`config.mk`:
```
export PLATFORM = sky130hd
export DESIGN_NAME = postfix_stack_evaluator
export DESIGN_NICKNAME = d
export VERILOG_FILES = /design/src/design/pse_pkg.sv /design/src/design/pse_ram.sv /design/src/design/pse_div.sv /design/src/design/postfix_stack_evaluator.sv
export SDC_FILE = /design/constraint.sdc
export NUM_CORES = 2
export LEC_CHECK = 0
export BUFFER_PORTS_ARGS = -buffer_cell sky130_fd_sc_hd__buf_2
export CORE_ASPECT_RATIO = 0.5
export CORE_UTILIZATION = 40
export CTS_BUF_LIST = sky130_fd_sc_hd__clkbuf_16
export DETAILED_ROUTE_END_ITERATION = 16
export PLACE_DENSITY = 0.6
export SKIP_CTS_REPAIR_TIMING = 1
export SYNTH_ARGS = -nofsm -noshare
export SYNTH_HDL_FRONTEND = slang
export SYNTH_HIERARCHICAL = 1
export SYNTH_SLANG_ARGS = --single-unit
export TNS_END_PERCENT = 50
```
`constraint.sdc`:
```
create_clock -name i_clk -period 7.65 [get_ports i_clk]
set_input_delay 0.765 -clock i_clk [delete_from_list [all_inputs] [get_ports i_clk]]
set_output_delay 0.765 -clock i_clk [all_outputs]
set_load 0.005 [all_outputs]
```
`src/design/pse_pkg.sv`:
```
// ----------------------------------------------------------------------------
// pse_pkg
// Shared types and constants for the postfix stack evaluator: character
// codes, operator and state encodings, data width and default stack depth.
// ----------------------------------------------------------------------------
package pse_pkg;

    localparam int DATA_W          = 32;
    localparam int DEF_STACK_DEPTH = 64;

    localparam logic [7:0] CH_END    = 8'h00;
    localparam logic [7:0] CH_PLUS   = 8'h2B;
    localparam logic [7:0] CH_MINUS  = 8'h2D;
    localparam logic [7:0] CH_MUL    = 8'h2A;
    localparam logic [7:0] CH_DIV    = 8'h2F;
    localparam logic [7:0] CH_DIGIT0 = 8'h30;
    localparam logic [7:0] CH_DIGIT9 = 8'h39;

    localparam logic [DATA_W-1:0] EMPTY_READ = '1;

    typedef enum logic [1:0] {
        OP_ADD,
        OP_SUB,
        OP_MUL,
        OP_DIV
    } t_op;

    typedef enum logic [2:0] {
        S_IDLE,
        S_OP_R,
        S_OP_L,
        S_EXEC,
        S_DIV,
        S_PUSH,
        S_TOP,
        S_EMIT
    } t_state;

endpackage

```
`src/design/pse_ram.sv`:
```
// ----------------------------------------------------------------------------
// pse_ram
// Generic single-clock RAM: one write port, one read port, registered read.
// ----------------------------------------------------------------------------
module pse_ram #(
    parameter int WIDTH = pse_pkg::DATA_W,
    parameter int DEPTH = pse_pkg::DEF_STACK_DEPTH
) (
    input  logic                     i_clk,
    input  logic                     i_we,
    input  logic [$clog2(DEPTH)-1:0] i_waddr,
    input  logic [WIDTH-1:0]         i_wdata,
    input  logic [$clog2(DEPTH)-1:0] i_raddr,
    output logic [WIDTH-1:0]         o_rdata
);

    logic [WIDTH-1:0] r_mem [DEPTH];
    logic [WIDTH-1:0] r_rdata;

    always_ff @(posedge i_clk) begin
        if (i_we) begin
            r_mem[i_waddr] <= i_wdata;
        end
        r_rdata <= r_mem[i_raddr];
    end

    assign o_rdata = r_rdata;

endmodule

```
`src/design/pse_div.sv`:
```
// ----------------------------------------------------------------------------
// pse_div
// Iterative signed divider, truncating toward zero. One quotient bit per
// cycle on magnitudes, sign applied at the output. Done pulses after 32 steps.
// ----------------------------------------------------------------------------
module pse_div (
    input  logic                        i_clk,
    input  logic                        i_rst_n,
    input  logic                        i_start,
    input  logic [pse_pkg::DATA_W-1:0]  i_dividend,
    input  logic [pse_pkg::DATA_W-1:0]  i_divisor,
    output logic                        o_done,
    output logic [pse_pkg::DATA_W-1:0]  o_quotient
);

    localparam int W     = pse_pkg::DATA_W;
    localparam int CNT_W = $clog2(W);

    logic             r_busy;
    logic             r_done;
    logic [CNT_W-1:0] r_cnt;
    logic [W-1:0]     r_rem;
    logic [W-1:0]     r_quo;
    logic [W-1:0]     r_mb;
    logic             r_neg;

    logic [W:0]       rem_sh;
    logic [W:0]       diff;
    logic             q_bit;

    assign rem_sh = {r_rem, r_quo[W-1]};
    assign diff   = rem_sh - {1'b0, r_mb};
    assign q_bit  = ~diff[W];

    always_ff @(posedge i_clk) begin
        if (!i_rst_n) begin
            r_busy <= 1'b0;
            r_done <= 1'b0;
            r_cnt  <= '0;
        end else begin
            r_done <= 1'b0;
            if (i_start) begin
                r_busy <= 1'b1;
                r_cnt  <= '0;
            end else if (r_busy) begin
                r_cnt <= r_cnt + CNT_W'(1);
                if (r_cnt == CNT_W'(W - 1)) begin
                    r_busy <= 1'b0;
                    r_done <= 1'b1;
                end
            end
        end
    end

    always_ff @(posedge i_clk) begin
        if (i_start) begin
            r_rem <= '0;
            r_quo <= i_dividend[W-1] ? (W'(0) - i_dividend) : i_dividend;
            r_mb  <= i_divisor[W-1] ? (W'(0) - i_divisor) : i_divisor;
            r_neg <= i_dividend[W-1] ^ i_divisor[W-1];
        end else if (r_busy) begin
            r_rem <= q_bit ? diff[W-1:0] : rem_sh[W-1:0];
            r_quo <= {r_quo[W-2:0], q_bit};
        end
    end

    assign o_done     = r_done;
    assign o_quotient = r_neg ? (W'(0) - r_quo) : r_quo;

endmodule

```
`src/design/postfix_stack_evaluator.sv`:
```
// One character at a time. Digit or ignored character: S_IDLE. + - *: S_OP_R,
// S_OP_L, S_EXEC, S_PUSH; / also waits in S_DIV, where the divider loop sets
// the worst case. End byte: S_TOP, S_EMIT, held while the output stalls.
// Synchronous active-low reset clears state, count, flags and output valid;
// the stack memory is not cleared.
// ----------------------------------------------------------------------------
// postfix_stack_evaluator
// Postfix integer evaluator over a RAM-backed operand stack with an
// iterative divider and a registered result beat.
// ----------------------------------------------------------------------------
module postfix_stack_evaluator #(
    parameter int STACK_DEPTH = pse_pkg::DEF_STACK_DEPTH
) (
    input  logic               i_clk,
    input  logic               i_rst_n,
    input  logic               i_in_valid,
    output logic               o_in_stall,
    input  logic [7:0]         i_char_code,
    output logic               o_out_valid,
    input  logic               i_out_stall,
    output logic signed [31:0] o_value,
    output logic               o_overflow_seen,
    output logic               o_underflow_seen,
    output logic               o_div_zero_seen
);

    localparam int W  = pse_pkg::DATA_W;
    localparam int AW = $clog2(STACK_DEPTH);
    localparam int CW = $clog2(STACK_DEPTH + 1);

    pse_pkg::t_state r_state, n_state;
    pse_pkg::t_op    r_op, n_op;
    logic [CW-1:0]   r_count, n_count;
    logic            r_ovf, n_ovf;
    logic            r_unf, n_unf;
    logic            r_dz, n_dz;
    logic [W-1:0]    r_right, n_right;
    logic [W-1:0]    r_left, n_left;
    logic [W-1:0]    r_res, n_res;
    logic            r_out_valid, n_out_valid;
    logic [W-1:0]    r_out_value, n_out_value;
    logic            r_out_ovf, n_out_ovf;
    logic            r_out_unf, n_out_unf;
    logic            r_out_dz, n_out_dz;

    logic            in_acc;
    logic            is_digit;
    logic            is_op;
    logic            full;
    logic [CW-1:0]   cnt_m1;
    logic [CW-1:0]   cnt_m2;
    logic            ram_we;
    logic [W-1:0]    ram_wdata;
    logic [AW-1:0]   ram_raddr;
    logic [W-1:0]    ram_rdata;
    logic            div_start;
    logic            div_done;
    logic [W-1:0]    div_q;

    assign in_acc   = i_in_valid && (r_state == pse_pkg::S_IDLE);
    assign is_digit = (i_char_code >= pse_pkg::CH_DIGIT0)
                   && (i_char_code <= pse_pkg::CH_DIGIT9);
    assign is_op    = (i_char_code == pse_pkg::CH_PLUS) || (i_char_code == pse_pkg::CH_MINUS)
                   || (i_char_code == pse_pkg::CH_MUL) || (i_char_code == pse_pkg::CH_DIV);
    assign full     = (r_count == CW'(STACK_DEPTH));
    assign cnt_m1   = r_count - CW'(1);
    assign cnt_m2   = r_count - CW'(2);

    always_comb begin
        n_state     = r_state;
        n_op        = r_op;
        n_count     = r_count;
        n_ovf       = r_ovf;
        n_unf       = r_unf;
        n_dz        = r_dz;
        n_right     = r_right;
        n_left      = r_left;
        n_res       = r_res;
        n_out_valid = r_out_valid && i_out_stall;
        n_out_value = r_out_value;
        n_out_ovf   = r_out_ovf;
        n_out_unf   = r_out_unf;
        n_out_dz    = r_out_dz;
        ram_we      = 1'b0;
        ram_wdata   = r_res;
        ram_raddr   = cnt_m1[AW-1:0];
        div_start   = 1'b0;

        unique case (r_state)
            pse_pkg::S_IDLE: begin
                if (in_acc) begin
                    priority if (i_char_code == pse_pkg::CH_END) begin
                        n_unf   = r_unf | (r_count == '0);
                        n_state = pse_pkg::S_TOP;
                    end else if (is_digit) begin
                        if (full) begin
                            n_ovf = 1'b1;
                        end else begin
                            ram_we    = 1'b1;
                            ram_wdata = W'(i_char_code - pse_pkg::CH_DIGIT0);
                            n_count   = r_count + CW'(1);
                        end
                    end else if (is_op) begin
                        priority if (i_char_code == pse_pkg::CH_PLUS) begin
                            n_op = pse_pkg::OP_ADD;
                        end else if (i_char_code == pse_pkg::CH_MINUS) begin
                            n_op = pse_pkg::OP_SUB;
                        end else if (i_char_code == pse_pkg::CH_MUL) begin
                            n_op = pse_pkg::OP_MUL;
                        end else begin
                            n_op = pse_pkg::OP_DIV;
                        end
                        n_state = pse_pkg::S_OP_R;
                    end else begin
                        n_state = pse_pkg::S_IDLE;
                    end
                end
            end
            pse_pkg::S_OP_R: begin
                ram_raddr = cnt_m2[AW-1:0];
                n_right   = (r_count != '0) ? ram_rdata : pse_pkg::EMPTY_READ;
                n_state   = pse_pkg::S_OP_L;
            end
            pse_pkg::S_OP_L: begin
                n_left  = (r_count >= CW'(2)) ? ram_rdata : pse_pkg::EMPTY_READ;
                n_unf   = r_unf | (r_count < CW'(2));
                n_count = (r_count >= CW'(2)) ? cnt_m2 : '0;
                n_state = pse_pkg::S_EXEC;
            end
            pse_pkg::S_EXEC: begin
                n_state = pse_pkg::S_PUSH;
                unique case (r_op)
                    pse_pkg::OP_ADD: n_res = r_left + r_right;
                    pse_pkg::OP_SUB: n_res = r_left - r_right;
                    pse_pkg::OP_MUL: n_res = W'(r_left * r_right);
                    pse_pkg::OP_DIV: begin
                        if (r_right == '0) begin
                            n_res = '0;
                            n_dz  = 1'b1;
                        end else begin
                            div_start = 1'b1;
                            n_state   = pse_pkg::S_DIV;
                        end
                    end
                    default: n_res = r_res;
                endcase
            end
            pse_pkg::S_DIV: begin
                if (div_done) begin
                    n_res   = div_q;
                    n_state = pse_pkg::S_PUSH;
                end
            end
            pse_pkg::S_PUSH: begin
                if (full) begin
                    n_ovf = 1'b1;
                end else begin
                    ram_we  = 1'b1;
                    n_count = r_count + CW'(1);
                end
                n_state = pse_pkg::S_IDLE;
            end
            pse_pkg::S_TOP: begin
                n_res   = (r_count != '0) ? ram_rdata : pse_pkg::EMPTY_READ;
                n_state = pse_pkg::S_EMIT;
            end
            pse_pkg::S_EMIT: begin
                if (!r_out_valid || !i_out_stall) begin
                    n_out_valid = 1'b1;
                    n_out_value = r_res;
                    n_out_ovf   = r_ovf;
                    n_out_unf   = r_unf;
                    n_out_dz    = r_dz;
                    n_count     = '0;
                    n_ovf       = 1'b0;
                    n_unf       = 1'b0;
                    n_dz        = 1'b0;
                    n_state     = pse_pkg::S_IDLE;
                end
            end
            default: n_state = pse_pkg::S_IDLE;
        endcase
    end

    always_ff @(posedge i_clk) begin
        if (!i_rst_n) begin
            r_state     <= pse_pkg::S_IDLE;
            r_count     <= '0;
            r_ovf       <= 1'b0;
            r_unf       <= 1'b0;
            r_dz        <= 1'b0;
            r_out_valid <= 1'b0;
        end else begin
            r_state     <= n_state;
            r_count     <= n_count;
            r_ovf       <= n_ovf;
            r_unf       <= n_unf;
            r_dz        <= n_dz;
            r_out_valid <= n_out_valid;
        end
    end

    always_ff @(posedge i_clk) begin
        r_op        <= n_op;
        r_right     <= n_right;
        r_left      <= n_left;
        r_res       <= n_res;
        r_out_value <= n_out_value;
        r_out_ovf   <= n_out_ovf;
        r_out_unf   <= n_out_unf;
        r_out_dz    <= n_out_dz;
    end

    pse_ram #(
        .WIDTH (W),
        .DEPTH (STACK_DEPTH)
    ) u_stack (
        .i_clk   (i_clk),
        .i_we    (ram_we),
        .i_waddr (r_count[AW-1:0]),
        .i_wdata (ram_wdata),
        .i_raddr (ram_raddr),
        .o_rdata (ram_rdata)
    );

    pse_div u_div (
        .i_clk      (i_clk),
        .i_rst_n    (i_rst_n),
        .i_start    (div_start),
        .i_dividend (r_left),
        .i_divisor  (r_right),
        .o_done     (div_done),
        .o_quotient (div_q)
    );

    assign o_in_stall       = (r_state != pse_pkg::S_IDLE);
    assign o_out_valid      = r_out_valid;
    assign o_value          = r_out_value;
    assign o_overflow_seen  = r_out_ovf;
    assign o_underflow_seen = r_out_unf;
    assign o_div_zero_seen  = r_out_dz;

endmodule

```
### Word level (Yosys, flattened, before mapping)

Memory sizes are Yosys's and may differ from the RTL's. A register that Yosys moved wholly into a read port is not among the register bits.
Cells that the tools add are included.

| cells by class | value |
|---|---|
| bitwise gates (word level) | 8 |
| reductions and logical operators | 33 |
| equal/unequal tests | 26 |
| multiply operators | 1 |
| add/sub/neg operators | 11 |
| magnitude comparators | 4 |
| muxes and demuxes | 63 |

Operators by type and width:

| cell | count |
|---|---|
| 2-to-1 mux 32 bit | 13 |
| one-hot mux 32 bit (4 select lines) | 1 |
| one-hot mux 32 bit (3 select lines) | 1 |
| subtractor 1 x 32 -> 32 bit, first input constant | 3 |
| 2-to-1 mux 7 bit | 6 |
| subtractor 33 x 32 -> 33 bit | 1 |
| adder 32 bit | 1 |
| == test 8 x 6 -> 1 bit, second input constant | 4 |
| logical NOT 32 bit | 1 |
| multiplier 32 x 32 -> 32 bit | 1 |
| subtractor 32 bit | 1 |
| 2-to-1 mux 31 bit | 1 |
| 2-to-1 mux 1 bit | 29 |
| one-hot mux 7 bit (4 select lines) | 1 |
| one-hot mux 3 bit (8 select lines) | 1 |
| 2-to-1 mux 3 bit | 5 |
| AND reduction 5 bit | 3 |
| == test 3 bit, second input constant | 4 |
| != test 2 bit, second input constant | 6 |
| AND reduction 4 bit | 3 |
| nonzero test 3 bit | 4 |
| subtractor 8 x 6 -> 9 bit, second input constant | 1 |
| >= comparator 8 x 6 -> 1 bit, second input constant | 1 |
| less-or-equal comparator 8 x 6 -> 1 bit, second input constant | 1 |
| other kinds (35) | 53 |

| storage, ports and cells | value |
|---|---|
| memories | 1 |
| register bits after elaboration | 251 |
| RAM bits | 2048 |
| word-level logic and storage cells | 170 |
| output and inout bits | 37 |
| bits of input ports | 12 |

Memories:

| name | depth | bits a word | rd ports | clocked after memory_dff | write ports | line | text |
|---|---|---|---|---|---|---|---|
| u_stack.r_mem | 64 | 32 | 1 | 1 | 1 | pse_ram.sv:17 | `logic [WIDTH-1:0] r_mem [DEPTH];` |

### Longest topological paths before layout

| logic depth | value |
|---|---|
| word-level depth | 9 |
| depth in mapped cells | 30 |
| depth with buffers taken out | 28 |

### Modules after synthesis

The synthesis kept the hierarchy.

By module, submodules not included:

| module | instances | cells an instance | sequential area each (µm²) | area an instance (µm²) |
|---|---|---|---|---|
| pse_ram | 1 | 3328 | 62139.6 | 78541.6 |
| postfix_stack_evaluator | 1 | 2705 | 4274.1 | 24912.6 |
| pse_div | 1 | 824 | 2732.6 | 7459.7 |

### Worst setup path before layout

No wires, ideal clock.

| path | value |
|---|---|
| path kind | register to register |
| start | register r_right[5] |
| end | register r_res[30] (data pin) |
| path buffers | 2 |
| required time | 7.381 ns |
| setup slack | 0.118 ns |
| period minus slack after synthesis | 7.532 ns |
| library setup time | 0.269 ns |
| stages on the path, launching flop included | 27 |
| arrival | 7.263 ns |
| cells stage by stage | edfxtp_1 -> clkbuf_1 -> clkbuf_1 -> and2_1 -> fa_1 -> fa_1 -> fa_1 -> inv_1 -> fa_1 -> inv_1 -> fa_1 -> fa_1 -> fa_1 -> inv_1 -> fa_1 -> inv_1 -> ha_1 -> a21o_1 -> a21o_1 -> a21o_1 -> a221oi_1 -> o31ai_1 -> a21o_1 -> a21o_1 -> a31o_2 -> xnor2_1 -> o22ai_1 |

| on the way | value |
|---|---|
| word-level cells in the longest chain between the ends | 3 |
| elaborated cells on any way between the ends | 5 |
| classes of those cells | add/sub: 2; mul: 1; mux: 2 |

Ends and longest elaborated chain:

| element | line | text |
|---|---|---|
| start: declaration | postfix_stack_evaluator.sv:37 | `logic [W-1:0] r_right, n_right;` |
| start signal: assignment | postfix_stack_evaluator.sv:205 | `r_right <= n_right;` |
| multiplier 32 x 32 -> 32 bit, or another cell as far along | postfix_stack_evaluator.sv:135 | `pse_pkg::OP_MUL: n_res = W'(r_left * r_right);` |
| one-hot mux 32 bit (4 select lines) (*) | postfix_stack_evaluator.sv:132 | `unique case (r_op)` |
| one-hot mux 32 bit (3 select lines) (*) | postfix_stack_evaluator.sv:89 | `unique case (r_state)` |
| via n_res[30] | postfix_stack_evaluator.sv:39 | `logic [W-1:0] r_res, n_res;` |
| end signal: assignment | postfix_stack_evaluator.sv:207 | `r_res <= n_res;` |
| end: declaration | postfix_stack_evaluator.sv:39 |  |

Mark *: on every way through the listed nets, which the timed path passes. The rest lies on a longest branch.
A chain may end at the register's enable or synchronous reset.

### Worst setup path after layout

| path | value |
|---|---|
| start | register r_right[4] |
| end | register r_res[27] (data pin) |

Same word-level chain as after synthesis.

==> results.rst <==
.. list-table::
   :header-rows: 1

   * - Metric
     - Value
   * - List of cells traversed by the critical path
     - buf_12, and2_1, fa_1, inv_1, fa_1, fa_1, fa_1, inv_1, fa_1, fa_1, fa_1, inv_1, fa_1, inv_1, ha_2, a21o_1, a21o_1, a21oi_1, o21bai_1, a21oi_2, nand2_1, xor2_1, a221oi_1, a31oi_1
   * - Pre-CTS setup slack
     - -160 ps
   * - Area delta synth->final
     - 12.8%
   * - Highest signal layer in the routed design
     - met4
   * - Clock-pin slew reported for the worst setup and hold paths after clock tree synthesis
     - 70 ps
   * - Die outline area
     - 280000 um2
   * - Netlist area before placement
     - 111000 um2
   * - Row count
     - 136
   * - Final Critical Period
     - 7440 ps
   * - Clk pwr share
     - 0.391
   * - Final wirelength
     - 315000 um
   * - Wire length on met2
     - 145000 um
   * - FF/Latch Area
     - 69100 um2
   * - Net count reported at finish
     - 7746
   * - Routability cong.
     - 0.913
   * - Synthesis-stage register bit count
     - 2331
   * - Min setup slack post-route
     - 212 ps
   * - Prevailing post-synth register cell
     - edfxtp_1
   * - Antenna-violating nets left
     - 0
   * - Critical Path Slowest Stage Cell
     - fa_1
   * - Maximum vdd ir drop
     - 0.000228 V
   * - Vias
     - 62700
   * - Met1 Wirelength
     - 132000 um
   * - Worst Path Arrival
     - 7970 ps
   * - Proportion of layout cells with a drive suffix above 1
     - 0.204
   * - Die Span X
     - 747 um
   * - Total placed instance area
     - 118000 um2
   * - Placed insts
     - 10500
   * - Setup repair after global routing missed its margin
     - yes
   * - Number of input and output port buffers inserted
     - 48
   * - Kind of critical path
     - reg -> reg
   * - Part of the power in registers
     - 0.507
   * - Starting Density
     - 0.403
   * - Sequential fraction of the synthesis area
     - 0.623
   * - Largest stage delay on the critical path
     - 550 ps
   * - Count of routing violations after the opening detailed-route iteration
     - 7276
   * - Vias in the first global route
     - 62600
   * - DP HPWL
     - 205000 um
   * - Final setup violation count
     - 0
   * - Launching element type of the critical path
     - flop
   * - Final TNS setup
     - 0 ps
   * - Final core area utilization
     - 0.455
   * - Clock sink total
     - 2331
   * - Cell leakage power
     - 44.3 nW
   * - Wire length of the first global-routing pass
     - 452000 um
   * - Multi-input logic area
     - 39200 um2
   * - Number of buffers created by CTS
     - 215
   * - Global router's overall resource usage
     - 0.223
   * - Maxcap violations
     - 0
   * - Family of cells with the greatest summed delay on the critical path
     - adder cells
   * - Most common cell type on the critical path
     - fa_1
   * - Required @ worst endpoint
     - 8180 ps
   * - Top cell types by occurrence after synthesis
     - edfxtp_1 (2246), mux4_2 (544), inv_1 (514)
   * - Mean area per synthesized cell
     - 16.2 um2
   * - Internal portion of total power
     - 20.9 mW
   * - Final slew viol count
     - 0
   * - CORE AREA
     - 275000 um2
   * - Share of the synthesized area in the top cell type
     - 0.608
   * - Synth Instances
     - 6857
   * - Number of H-tree levels
     - 4
   * - Clock Tree Buf Depth
     - 4
   * - Met3 routed wirelength
     - 28500 um
   * - Classification of the worst-slack hold path
     - in -> reg
   * - Highest fanout seen on the critical path
     - 7
   * - Final Hold Viols
     - 0
   * - Share of flip-flops with an asynchronous set or reset after synthesis
     - 0
   * - Number of library cell types mapped by synthesis
     - 88
   * - Number of placed I/O pins
     - 49
   * - Clock tree from TritonCTS
     - yes
   * - Fraction of the cycle the final worst path needs
     - 0.972
   * - Clock tree skew after final layout
     - 126 ps
   * - Number of standard cells in the final layout excluding fillers
     - 11000
   * - Largest cells by area after synthesis
     - edfxtp_1 (61%), mux4_2 (11%), fa_1 (7.4%)
   * - Maximum number of pins on one net before global-route repair
     - 98
   * - Most frequent cell after synthesis
     - edfxtp_1
   * - Proportion of power drawn by combinational gates
     - 0.103
   * - Switching part of the total power
     - 0.238
   * - Post-synthesis cell type with the largest combined area
     - edfxtp_1
   * - Average wire per cell in the routed design
     - 28.7 um
   * - Insertion delay of the later-clocked pin in the worst-skew pair
     - 910 ps
   * - Number of buffers and inverters on the critical path
     - 5
   * - Fill cells
     - 23800
   * - Worst setup EP type
     - flop
   * - Highest clock rate
     - 134 MHz
   * - Number of nets in the synthesized netlist
     - 7483
   * - Yosys warnings
     - 6
   * - Die height
     - 374 um
   * - Net Sw Power
     - 6.54 mW
   * - Number of search-and-repair iterations in the first detailed-routing pass
     - 5
   * - Post-Layout Inst Area
     - 125000 um2
   * - Outcome
     - complete, no violations
   * - Pwr per Cell Area
     - 220 nW/um2
   * - Slew of the pin with the lowest slew margin
     - 1310 ps
   * - Avg Vias per Cell
     - 5.73
   * - Number of antenna violations at the first check in global routing
     - 16
   * - Hold_ws
     - 264 ps
   * - Number of enable flip-flop cells after synthesis
     - 2246
   * - Worst slew margin relative to its limit
     - 0.124
   * - Cell chosen for the clock root
     - clkbuf_16
   * - Global route total overflow
     - 0
   * - Drt drc
     - 0
   * - Overall power
     - 27.5 mW
-- state kept, by name, indices dropped and copies added, names as in the netlist, 2 cells and up --
name             flops
u_stack/r_mem     2048
o_value             32
r_left              32
r_res               32
r_right             32
u_div/r_mb          32
u_div/r_quo         32
u_div/r_rem         32
u_stack/o_rdata     32
r_count              7
u_div/r_cnt          5
r_state              3
r_op                 2
-- layout by cell type, fill, tap and decap left out, drive strengths merged, types with 106 or more instances in the layout --
| cell | count |
|---|---|
| a21oi | 227 |
| and2 | 319 |
| buf | 401 |
| clkbuf | 215 |
| edfxtp | 2246 |
| fa | 410 |
| ha | 204 |
| inv | 558 |
| mux2i | 128 |
| mux4 | 544 |
| nand2 | 459 |
| nor2 | 273 |
| o21ai | 106 |
| xnor2 | 182 |
-- per-layer routing --
layer  vias up  track usage
met5         -            0
met3       432       0.0406
met1     33200        0.322
met2      2847        0.351
met4         0       0.0559
li1      26200            -
-- path summary, 6_finish.rpt --
path / start / end / slack [ps] / cells after the start
max reg2reg: r_right[4] / r_res[27] / 210 / 24
min: i_rst_n / u_div/r_busy / 260 / 2
max: r_right[4] / r_res[27] / 210 / 24
min reg2reg: r_dz / o_div_zero_seen / 460 / 0
-- power groups by stage --
stage	Sequential, mW	Combinational [mW]	Clock [mW]
2_1_floorplan	14.2	1.55	0
3_3_place_gp	14.2	2.58	0
3_5_place_dp	14.2	2.59	0
4_1_cts	13.9	2.61	10.9
5_1_grt	13.9	3.01	11.4
6_report	13.9	2.82	10.7
-- kinds of logic (layout without fill, tap and decap cells) --
| logic type | count (synthesis) | count (layout) | share of synthesized area |
|---|---|---|---|
| compound gates | 742 | 742 | 0.0437 |
| xor+xnor | 269 | 269 | 0.0212 |
| flops | 2331 | 2331 | 0.623 |
| mux | 679 | 679 | 0.123 |
| buf+inv | 870 | 1304 | 0.0315 |
| fa+ha+maj | 614 | 614 | 0.0970 |
| simple gates | 1352 | 1352 | 0.0604 |
| other cells | 0 | 3 | 0 |
-- layout make-up --
cell class / instances / share of cell area
multi-input cells: 3656 / 0.314
clock inverters: 173 / 0.0121
flip-flops and latches: 2331 / 0.552
clock buffers: 215 / 0.0430
repair buffers: 401 / 0.0268
diodes: 3 / 0.0000600
inverters: 515 / 0.0154
well taps: 3657 / 0.0366
No activity file was read; power rests on OpenSTA's default activity.
